==> src/sv/wbps_pkg.sv <==
`timescale 1ns / 1ps
// Shared types and constants for the wildcard byte pattern scanner.
// Used by wbps_match, wildcard_byte_pattern_scan and wbps_checker.
package wbps_pkg;

   // Default sizes handed to the top level parameters
   localparam int PATTERN_MAX_DEF = 16;
   localparam int OFFSET_BITS_DEF = 32;

   // Fixed field widths
   localparam int SIG_BYTES = 16;           // signature bytes held by the registers
   localparam int SIG_IDX_W = 4;            // index into the signature bytes
   localparam int LEN_W     = 5;            // pattern_length register width
   localparam int ADDR_W    = 64;           // address width
   localparam int CSR_IDX_W = 3;            // register index width
   localparam int CSR_DAT_W = 64;           // widest register

   // Register indexes
   typedef enum logic [CSR_IDX_W-1:0] {
      CSR_PATTERN_LOW    = 3'd0,
      CSR_PATTERN_HIGH   = 3'd1,
      CSR_CARE_MASK      = 3'd2,
      CSR_PATTERN_LENGTH = 3'd3,
      CSR_BASE_ADDRESS   = 3'd4,
      CSR_REPORT_END     = 3'd5
   } csr_index_type;

   // Signature setup seen by the compare unit
   typedef struct packed {
      logic [SIG_BYTES-1:0][7:0] sig;       // byte n at sig[n]
      logic [SIG_BYTES-1:0]      care;      // 1: byte must match
      logic [LEN_W-1:0]          len;       // positions in use, already clamped
   } match_cfg_type;

endpackage

==> src/sv/wildcard_byte_pattern_scan.sv <==
`timescale 1ns / 1ps
// Top level of the wildcard byte pattern scanner: registers, window, offset, result.
// Depends on wbps_pkg and wbps_match.
//
//   channel  direction  handshake            payload
//   req      in         req_valid/req_stall  req_image_byte, req_last_byte
//   rsp      out        rsp_valid/rsp_stall  rsp_found, rsp_match_address
//   csr      in         csr_write_en         csr_index, csr_data
//
// One byte per cycle while req_stall is low; an accepted byte passes the input register,
// then window update and compare into the result register.
// Throughput rests on the window shift and masked compare, which are combinational.
// Reset is synchronous: registers return to their defaults and the scan rearms.
// rsp_stall holds the result; req_stall rises only while the input register
// holds a word and the result register is full and stalled.
module wildcard_byte_pattern_scan #(
   parameter int PATTERN_MAX = wbps_pkg::PATTERN_MAX_DEF,
   parameter int OFFSET_BITS = wbps_pkg::OFFSET_BITS_DEF
) (
   input  logic                           clock,
   input  logic                           reset,
   input  logic                           req_valid,
   output logic                           req_stall,
   input  logic [7:0]                     req_image_byte,
   input  logic                           req_last_byte,
   output logic                           rsp_valid,
   input  logic                           rsp_stall,
   output logic                           rsp_found,
   output logic [wbps_pkg::ADDR_W-1:0]    rsp_match_address,
   input  logic                           csr_write_en,
   input  logic [wbps_pkg::CSR_IDX_W-1:0] csr_index,
   input  logic [wbps_pkg::CSR_DAT_W-1:0] csr_data
);
   import wbps_pkg::*;

   // Configuration registers
   logic [63:0]       pat_low_ff, pat_high_ff, base_ff;
   logic [15:0]       care_ff;
   logic [LEN_W-1:0]  plen_ff;
   logic              rep_end_ff;

   // Input register
   logic              s1_valid_ff, s1_valid_in;
   logic [7:0]        s1_byte_ff;
   logic              s1_last_ff;
   logic              s1_go;

   // Scan state
   logic [PATTERN_MAX-1:0][7:0] win_ff, win_in, win_shift;
   logic [OFFSET_BITS-1:0]      off_ff, off_in, off_next;
   logic                        done_ff, done_in;

   // Result register
   logic              rsp_valid_ff, rsp_valid_in;
   logic              rsp_found_ff, rsp_found_in;
   logic [ADDR_W-1:0] rsp_addr_ff, rsp_addr_in;

   logic [LEN_W-1:0]       len_eff;
   logic [OFFSET_BITS-1:0] len_off;
   match_cfg_type          mcfg;
   logic                   cmp_hit, hit;
   logic [ADDR_W-1:0]      match_addr;

   // Write configuration
   always_ff @(posedge clock) begin
      if (reset) begin
         pat_low_ff  <= '0;
         pat_high_ff <= '0;
         care_ff     <= '0;
         plen_ff     <= LEN_W'(1);
         base_ff     <= '0;
         rep_end_ff  <= 1'b0;
      end else if (csr_write_en) begin
         unique case (csr_index)
            CSR_PATTERN_LOW:    pat_low_ff  <= csr_data;
            CSR_PATTERN_HIGH:   pat_high_ff <= csr_data;
            CSR_CARE_MASK:      care_ff     <= csr_data[15:0];
            CSR_PATTERN_LENGTH: plen_ff     <= csr_data[LEN_W-1:0];
            CSR_BASE_ADDRESS:   base_ff     <= csr_data;
            CSR_REPORT_END:     rep_end_ff  <= csr_data[0];
            default:            ;
         endcase
      end
   end

   // Clamp the length and pack the compare setup
   assign len_eff   = (plen_ff > LEN_W'(PATTERN_MAX)) ? LEN_W'(PATTERN_MAX) : plen_ff;
   assign len_off   = OFFSET_BITS'(len_eff);
   assign mcfg.sig  = {pat_high_ff, pat_low_ff};
   assign mcfg.care = care_ff;
   assign mcfg.len  = len_eff;

   // Advance the input word when the result slot is free or being drained
   assign s1_go     = s1_valid_ff && (!rsp_valid_ff || !rsp_stall);
   assign req_stall = s1_valid_ff && !s1_go;

   always_comb begin
      s1_valid_in = s1_valid_ff;
      if (req_valid && !req_stall) begin
         s1_valid_in = 1'b1;
      end else if (s1_go) begin
         s1_valid_in = 1'b0;
      end
   end

   always_ff @(posedge clock) begin
      if (reset) begin
         s1_valid_ff <= 1'b0;
      end else begin
         s1_valid_ff <= s1_valid_in;
      end
      if (req_valid && !req_stall) begin
         s1_byte_ff <= req_image_byte;
         s1_last_ff <= req_last_byte;
      end
   end

   // Shift the new byte into the window
   assign win_shift[0] = s1_byte_ff;
   for (genvar j = 1; j < PATTERN_MAX; j++) begin : g_shift
      assign win_shift[j] = win_ff[j-1];
   end

   // Saturating byte count
   assign off_next = (off_ff == {OFFSET_BITS{1'b1}}) ? off_ff : off_ff + OFFSET_BITS'(1);

   wbps_match #(
      .PATTERN_MAX (PATTERN_MAX)
   ) u_match (
      .cfg_i (mcfg),
      .win_i (win_shift),
      .hit_o (cmp_hit)
   );

   assign hit        = cmp_hit && (off_next >= len_off);
   assign match_addr = base_ff + ADDR_W'(rep_end_ff ? off_next : off_next - len_off);

   // Update scan state and build the result
   always_comb begin
      win_in       = win_ff;
      off_in       = off_ff;
      done_in      = done_ff;
      rsp_valid_in = rsp_valid_ff && rsp_stall;
      rsp_found_in = rsp_found_ff;
      rsp_addr_in  = rsp_addr_ff;
      if (s1_go) begin
         if (!done_ff) begin
            win_in = win_shift;
            off_in = off_next;
            if (hit) begin
               rsp_valid_in = 1'b1;
               rsp_found_in = 1'b1;
               rsp_addr_in  = match_addr;
               done_in      = 1'b1;
            end else if (s1_last_ff) begin
               rsp_valid_in = 1'b1;
               rsp_found_in = 1'b0;
               rsp_addr_in  = '0;
            end
         end
         // Last byte rearms the scan
         if (s1_last_ff) begin
            win_in  = '0;
            off_in  = '0;
            done_in = 1'b0;
         end
      end
   end

   always_ff @(posedge clock) begin
      if (reset) begin
         win_ff       <= '0;
         off_ff       <= '0;
         done_ff      <= 1'b0;
         rsp_valid_ff <= 1'b0;
      end else begin
         win_ff       <= win_in;
         off_ff       <= off_in;
         done_ff      <= done_in;
         rsp_valid_ff <= rsp_valid_in;
      end
      rsp_found_ff <= rsp_found_in;
      rsp_addr_ff  <= rsp_addr_in;
   end

   assign rsp_valid         = rsp_valid_ff;
   assign rsp_found         = rsp_found_ff;
   assign rsp_match_address = rsp_addr_ff;

endmodule

==> src/sv/wbps_match.sv <==
`timescale 1ns / 1ps
// Parallel masked compare of the byte window against the signature.
// Depends on wbps_pkg for match_cfg_type and the field widths.
module wbps_match #(
   parameter int PATTERN_MAX = wbps_pkg::PATTERN_MAX_DEF
) (
   input  wbps_pkg::match_cfg_type     cfg_i,
   input  logic [PATTERN_MAX-1:0][7:0] win_i,   // newest byte at index 0
   output logic                        hit_o
);
   import wbps_pkg::*;

   logic [PATTERN_MAX-1:0][SIG_IDX_W-1:0] pos_k;
   logic [PATTERN_MAX-1:0]                pos_ok;

   // Window position j holds signature position len-1-j
   for (genvar j = 0; j < PATTERN_MAX; j++) begin : g_pos
      assign pos_k[j]  = SIG_IDX_W'(cfg_i.len - LEN_W'(j + 1));
      assign pos_ok[j] = (LEN_W'(j) >= cfg_i.len) || !cfg_i.care[pos_k[j]] ||
                         (cfg_i.sig[pos_k[j]] == win_i[j]);
   end

   // Empty signature never matches
   assign hit_o = (cfg_i.len != '0) && (&pos_ok);

endmodule

==> config.mk <==
export PLATFORM = sky130hd
export DESIGN_NAME = wildcard_byte_pattern_scan
export DESIGN_NICKNAME = d
export VERILOG_FILES = /design/src/sv/wbps_pkg.sv /design/src/sv/wildcard_byte_pattern_scan.sv /design/src/sv/wbps_match.sv
export SDC_FILE = /design/constraint.sdc
export NUM_CORES = 2
export LEC_CHECK = 0
export ABC_AREA = 1
export BUFFER_PORTS_ARGS = -buffer_cell sky130_fd_sc_hd__buf_2
export CAP_MARGIN = 20
export CORE_AREA = 5 5 305 307
export CTS_CLUSTER_SIZE = 30
export DETAILED_ROUTE_END_ITERATION = 7
export DIE_AREA = 0 0 310 312
export PLACE_DENSITY = 0.57
export SYNTH_ARGS = -nofsm -noshare
export SYNTH_HDL_FRONTEND = slang
export SYNTH_HIERARCHICAL = 1
export SYNTH_SLANG_ARGS = --single-unit
==> constraint.sdc <==
create_clock -name clock -period 8.2 [get_ports clock]
set_clock_uncertainty 0.2 [all_clocks]
set_input_delay 0 -clock clock [delete_from_list [all_inputs] [get_ports clock]]
set_output_delay 0 -clock clock [all_outputs]
set_load 0.02 [all_outputs]
[Word-level counts from Yosys, hierarchy flattened]
Index checks and enable logic that the tools add are counted.
Operators by class
  $add $sub $neg: 19
  magnitude comparators: 34
  equality and inequality tests: 23
  muxes and demuxes: 83
  bitwise logic cells: 1
  reduce and logical (&&, ||, !) cells: 72
Operator list (number)
  $bmux 8 s4: 16
  $mux 120: 2
  $mux 64: 3
  $eq 8x8->1: 16
  $mux 8: 16
  $mux 32: 3
  $lt 4x5->1 const B: 16
  $add 64x64->64: 1
  $bmux 1 s4: 16
  $ge 4x5->1 const A: 8
  $logic_or 1x1->1: 33
  $sub 32x5->33: 1
  $add 32x1->32 const B: 1
  $eq 32x32->1 const B: 1
  $ge 32x5->1: 1
  $sub 4x4->4 const B: 8
  $mux 1: 26
  $ge 3x5->1 const A: 4
  $logic_not 1->1: 20
  $reduce_and 16->1: 1
  $sub 4x3->4 const B: 4
  $reduce_and 2->1: 7
  $ge 1x5->1 const A: 2
  $ge 2x5->1 const A: 2
  other kinds (14): 24
Word-level totals
  register bits after elaboration: 443

[Longest topological paths before layout]
  depth after elaboration: 14
  depth in mapped cells: 39

[Modules after synthesis]
Netlist, hierarchy kept.
Modules (own cells, without submodules)
  wildcard_byte_pattern_scan: instances 1, cells each 3013, area an instance 21653.3 um^2, seq. area each 9609.2 um^2
  wbps_match: instances 1, cells each 2013, area an instance 9604.2 um^2, seq. area each 0.0 um^2

[Worst setup path before layout]
OpenSTA, ideal clock, no wires.
  kind: register to register
  start: register off_ff[0]
  end: register rsp_addr_ff[52], in the netlist rsp_match_address[52] (data pin)
  library setup time: 0.253 ns
  arrival time: 5.054 ns
  required time: 7.747 ns
  setup slack: 2.693 ns
  cell stages (with the launch flop): 40
  buffers on the path: 2
  period minus slack after synthesis: 5.507 ns
  path through: dfxtp_1 ha_1 inv_1 nor2_4 nand2_2 nor2_4 nand2_2 buf_6 buf_4 xor2_1 ha_1 inv_1 fa_1 nand2_1 o21ai_0 inv_1 nor2_1 inv_1 (+4 left out) nand2_1 nor2_1 nand2_1 xnor2_1 ha_1 nand2_1 nor2_1 inv_1 nor2_1 inv_1 o21ai_0 a21oi_1 o21ai_0 nand2_1 nand2_1 nand2_1 nand2_1 nor2_1
Between the ends
  cells in the longest elaborated chain, start to end: 6
  elaborated cells between the ends (all ways): 9
Ends and longest elaborated chain
  from (decl): line wildcard_byte_pattern_scan.sv:50  | logic [OFFSET_BITS-1:0] off_ff, off_in, off_next;
  from (signal assigned): line wildcard_byte_pattern_scan.sv:178  | off_ff <= off_in;
  $add 32x1->32 or $eq 32x32->1 (tied branches): line wildcard_byte_pattern_scan.sv:125  | assign off_next = (off_ff == {OFFSET_BITS{1'b1}}) ? off_ff : off_ff + OFFSET_BITS'(1);
  $mux 32 (*): line wildcard_byte_pattern_scan.sv:125
  $sub 32x5->33: line wildcard_byte_pattern_scan.sv:136  | assign match_addr = base_ff + ADDR_W'(rep_end_ff ? off_next : off_next - len_off);
  $mux 64: line wildcard_byte_pattern_scan.sv:136
  $add 64x64->64: line wildcard_byte_pattern_scan.sv:136
  $mux 64 (*): line wildcard_byte_pattern_scan.sv:150  | if (hit) begin
  to (signal assigned): line wildcard_byte_pattern_scan.sv:183  | rsp_addr_ff <= rsp_addr_in;
  to (decl): line wildcard_byte_pattern_scan.sv:56  | logic [ADDR_W-1:0] rsp_addr_ff, rsp_addr_in;
Mark *: on every way between the ends. The rest lies on a longest branch, timed or not.
A chain may end at the register's enable or synchronous reset.

[Worst setup path in the final report]
  start: register off_ff[0]
  end: register rsp_addr_ff[58], in the netlist rsp_match_address[58] (data pin)
The elaborated chain is that of the path after synthesis.

==> reports/results.ini <==
[timing]
tightestPinTransition_ns=1.02
finalSetupTns_ns=0
maxSlewHeadroom=0.323
fin_crit_ns=6.63
rsz0062_at_grt=no
finalCritPeriodShare=0.809
setup_viol=0
slew_violations=0
fmax_ghz=0.151
hold_viol_final=0

[synthesis]
synth_cell_types=58
synth.net_count=5195
synth_seq_cells=443
synth_area_per_cell_um2=6.22
synthArstFlopShare=0
syn_inst=5026
syn_area_mm2=0.0313
yosysWarnings=6
synth-edff-count=74
synth_ff_type=dfxtp_1
seq_area_frac_synth=0.307

[global_route]
antenna_found_initial=4
grt_start_max_net_pins=178
grt_pass1_vias=31449
grt_pass1_wl_um=191000
grt_overflow=0
grt_use_total=0.255

[status]
status=finished, final reports clean

[setup_path]
cpMostUsedCell=inv_1
crit_slowest_cell=inv_1
rr_worst_depth=28
crit_required_ns=8.39
crit_fanout=22
r2r_end=rsp_match_address[58]
path_buf_inv=5
slowest_delay_ns=0.59
critPathKind=reg2reg
rrSetupSlack_ns=1.57
critical_path.top_delay_family=simple AND/OR/NAND/NOR gates
cp.depth=28
crit_arrival_ns=6.82
crit_path_start_kind=flip-flop
reg2reg_from=off_ff[0]
crit_path_end_kind=flip-flop

[cts]
cts_root_buf=clkbuf_16
cts_resized=0
numCtsBuffers=51
max-clock-path-buffers=3
htreeDepth=2
cts_sinks=443
cts_tree=built
clk_latency_ns=0.64
path_clk_slew_ns=0.06

[final_layout]
layout-drive-gt1-share=0.0761
nets=5315
syn_to_final_growth_pct=14.0
design_area_mm2=0.0356

[hold_path]
hold_end=pat_high_ff[30]
holdCritStartpoint=csr_data[30]
min_path_cells=4
min_path_type=in2reg

[placement]
place_hpwl_um=99200
gp_congestion=0.994
port_buffers=147
placed_cell_area_mm2=0.0328

[die]
core_area_mm2=0.0897
fp.dieW_um=310
start_util=0.348
ios=148
die_h_um=312
die_area_mm2=0.0967
rows=110

[power_and_ir_drop]
swShare=0.360
internal_power_mw=4.12
power_frac_comb=0.269
power.density_mw_per_mm2=181
power.leakage_nw=15.1
p_switching_mw=2.32
seqPwrFrac=0.370
peakVddDrop_v=0.000151
power.share.clock=0.362

[detailed_routing]
drc_errors=0
ant_nets=0
vias_per_cell=5.44
vias=34634
finalWirelength_um=130000
wire_per_inst_um=20.4
dr.pass1.iters=7
drtIter0Drc=3958

[job]
cap_violations=0

==> power groups by stage <==
stage               Clock [mW]  Combinational (mW)  Sequential, mW
finish                    2.33                1.73            2.38
global route              2.46                1.88            2.38
CTS                       2.38                1.70            2.38
detailed placement           0                1.65            2.43
global placement             0                1.64            2.43
floorplan                    0                1.10            2.45
==> cell usage after synthesis (6+ instances only) <==
cell / instances / share of area
dfxtp_1: 369 / 0.24
a21oi_2: 17 / 0.0048
a21oi_1: 263 / 0.042
xor2_4: 6 / 0.0053
nor3_1: 20 / 0.0032
o21ai_0: 325 / 0.052
clkbuf_1: 142 / 0.017
ha_1: 86 / 0.034
nand2_1: 1344 / 0.16
nand2_2: 16 / 0.0032
buf_6: 14 / 0.0050
nand3_1: 944 / 0.15
buf_2: 45 / 0.0072
inv_1: 282 / 0.034
edfxtp_1: 74 / 0.071
a31oi_1: 16 / 0.0032
a21boi_0: 12 / 0.0029
xor2_1: 64 / 0.018
nand3b_1: 42 / 0.010
o211ai_1: 6 / 0.0014
nand4_1: 20 / 0.0040
a21o_1: 12 / 0.0029
o21bai_1: 7 / 0.0017
xnor2_1: 27 / 0.0076
inv_2: 10 / 0.0012
nor2_2: 19 / 0.0038
nor2_4: 6 / 0.0022
buf_4: 15 / 0.0036
or2_2: 14 / 0.0028
nor2_1: 740 / 0.089
buf_1: 21 / 0.0025
==> area by class of cell <==
| type | instances | area [µm²] |
|---|---|---|
| antenna | 1 | 2.50 |
| clock buffer | 62 | 1400 |
| multi-input combinational | 4048 | 19500 |
| sequential | 443 | 9610 |
| fill | 9626 | 54100 |
| timing repair buffer | 305 | 2250 |
| tap | 1176 | 1470 |
| clock inverter | 33 | 298 |
| inverter | 297 | 1140 |
==> metal layers <==
metal	vias to the layer above	global-route usage	part of all wire
met5	-	0	0
met4	0	0.0973	0.043
met3	260	0.0363	0.081
met2	1474	0.399	0.44
met1	16034	0.358	0.44
li1	16866	-	-
==> per-stage QoR <==
stage | cells | utilization | power, mW | worst slack (ns) | hold slack, ns
6_report | 6365 | 0.397 | 6.44 | 1.57 | 0.00853
5_1_grt | 6364 | 0.397 | 6.72 | 0.903 | 0.0190
4_1_cts | 6364 | 0.397 | 6.45 | 1.64 | 0.00164
3_5_place_dp | 6154 | 0.365 | 4.08 | 1.68 | -0.0219
3_3_place_gp | 6154 | 0.365 | 4.07 | 1.73 | -0.0207
2_1_floorplan | 5026 | - | 3.55 | 2.69 | -0.101
==> cells in the final DEF (no fill, tap or decap), types with 17 or more instances in the layout <==
| cell type | instances |
|---|---|
| nand2_1 | 1344 |
| nand3_1 | 944 |
| nor2_1 | 732 |
| dfxtp_1 | 369 |
| o21ai_0 | 325 |
| inv_1 | 279 |
| a21oi_1 | 263 |
| buf_2 | 146 |
| dlygate4sd3_1 | 115 |
| ha_1 | 85 |
| edfxtp_1 | 74 |
| xor2_1 | 64 |
| clkbuf_16 | 52 |
| nand3b_1 | 42 |
| buf_4 | 41 |
| xnor2_1 | 27 |
| nand4_1 | 20 |
| nor3_1 | 20 |
| nor2_2 | 19 |
| a21oi_2 | 17 |
==> worst max-delay path by stage <==
stage / from / to / slack, ns
2_1_floorplan: off_ff[0] / rsp_match_address[52] / 2.69
5_1_grt: off_ff[0] / rsp_match_address[52] / 0.90
4_1_cts: off_ff[0] / rsp_match_address[54] / 1.64
3_3_place_gp: off_ff[0] / rsp_match_address[58] / 1.73
6_report: off_ff[0] / rsp_match_address[58] / 1.57
3_5_place_dp: off_ff[0] / rsp_match_address[58] / 1.68
==> worst min-delay path: cells and delay by family <==
family | cells | cell delay [ns]
AND/OR/NAND/NOR | 2 | 0.15
buffers and inverters | 2 | 0.67
==> cell families after synthesis <==
family | after synthesis | synth area share
DFF | 443 | 0.307
xor gates and xnor gates | 100 | 0.0323
AOI/OAI and AO/OA | 679 | 0.116
muxes | 1 | 0.000360
buffers and inverters | 535 | 0.0721
and+or+nand+nor | 3180 | 0.436
adders and majority gates | 88 | 0.0357
==> what timing repair did <==
item	CTS	global route
hold buffers	115	0
hold endpoints to repair	296	0
setup buffers	0	0
==> state kept, by name, summed over array words and instances (netlist names), 8 cells and up <==
| register | flops |
|---|---|
| s1_byte_ff | 8 |
| pat_high_ff | 64 |
| pat_low_ff | 64 |
| care_ff | 16 |
| win_ff | 120 |
| rsp_match_address | 64 |
| base_ff | 64 |
| off_ff | 32 |
(Power assumes the default switching activity.)
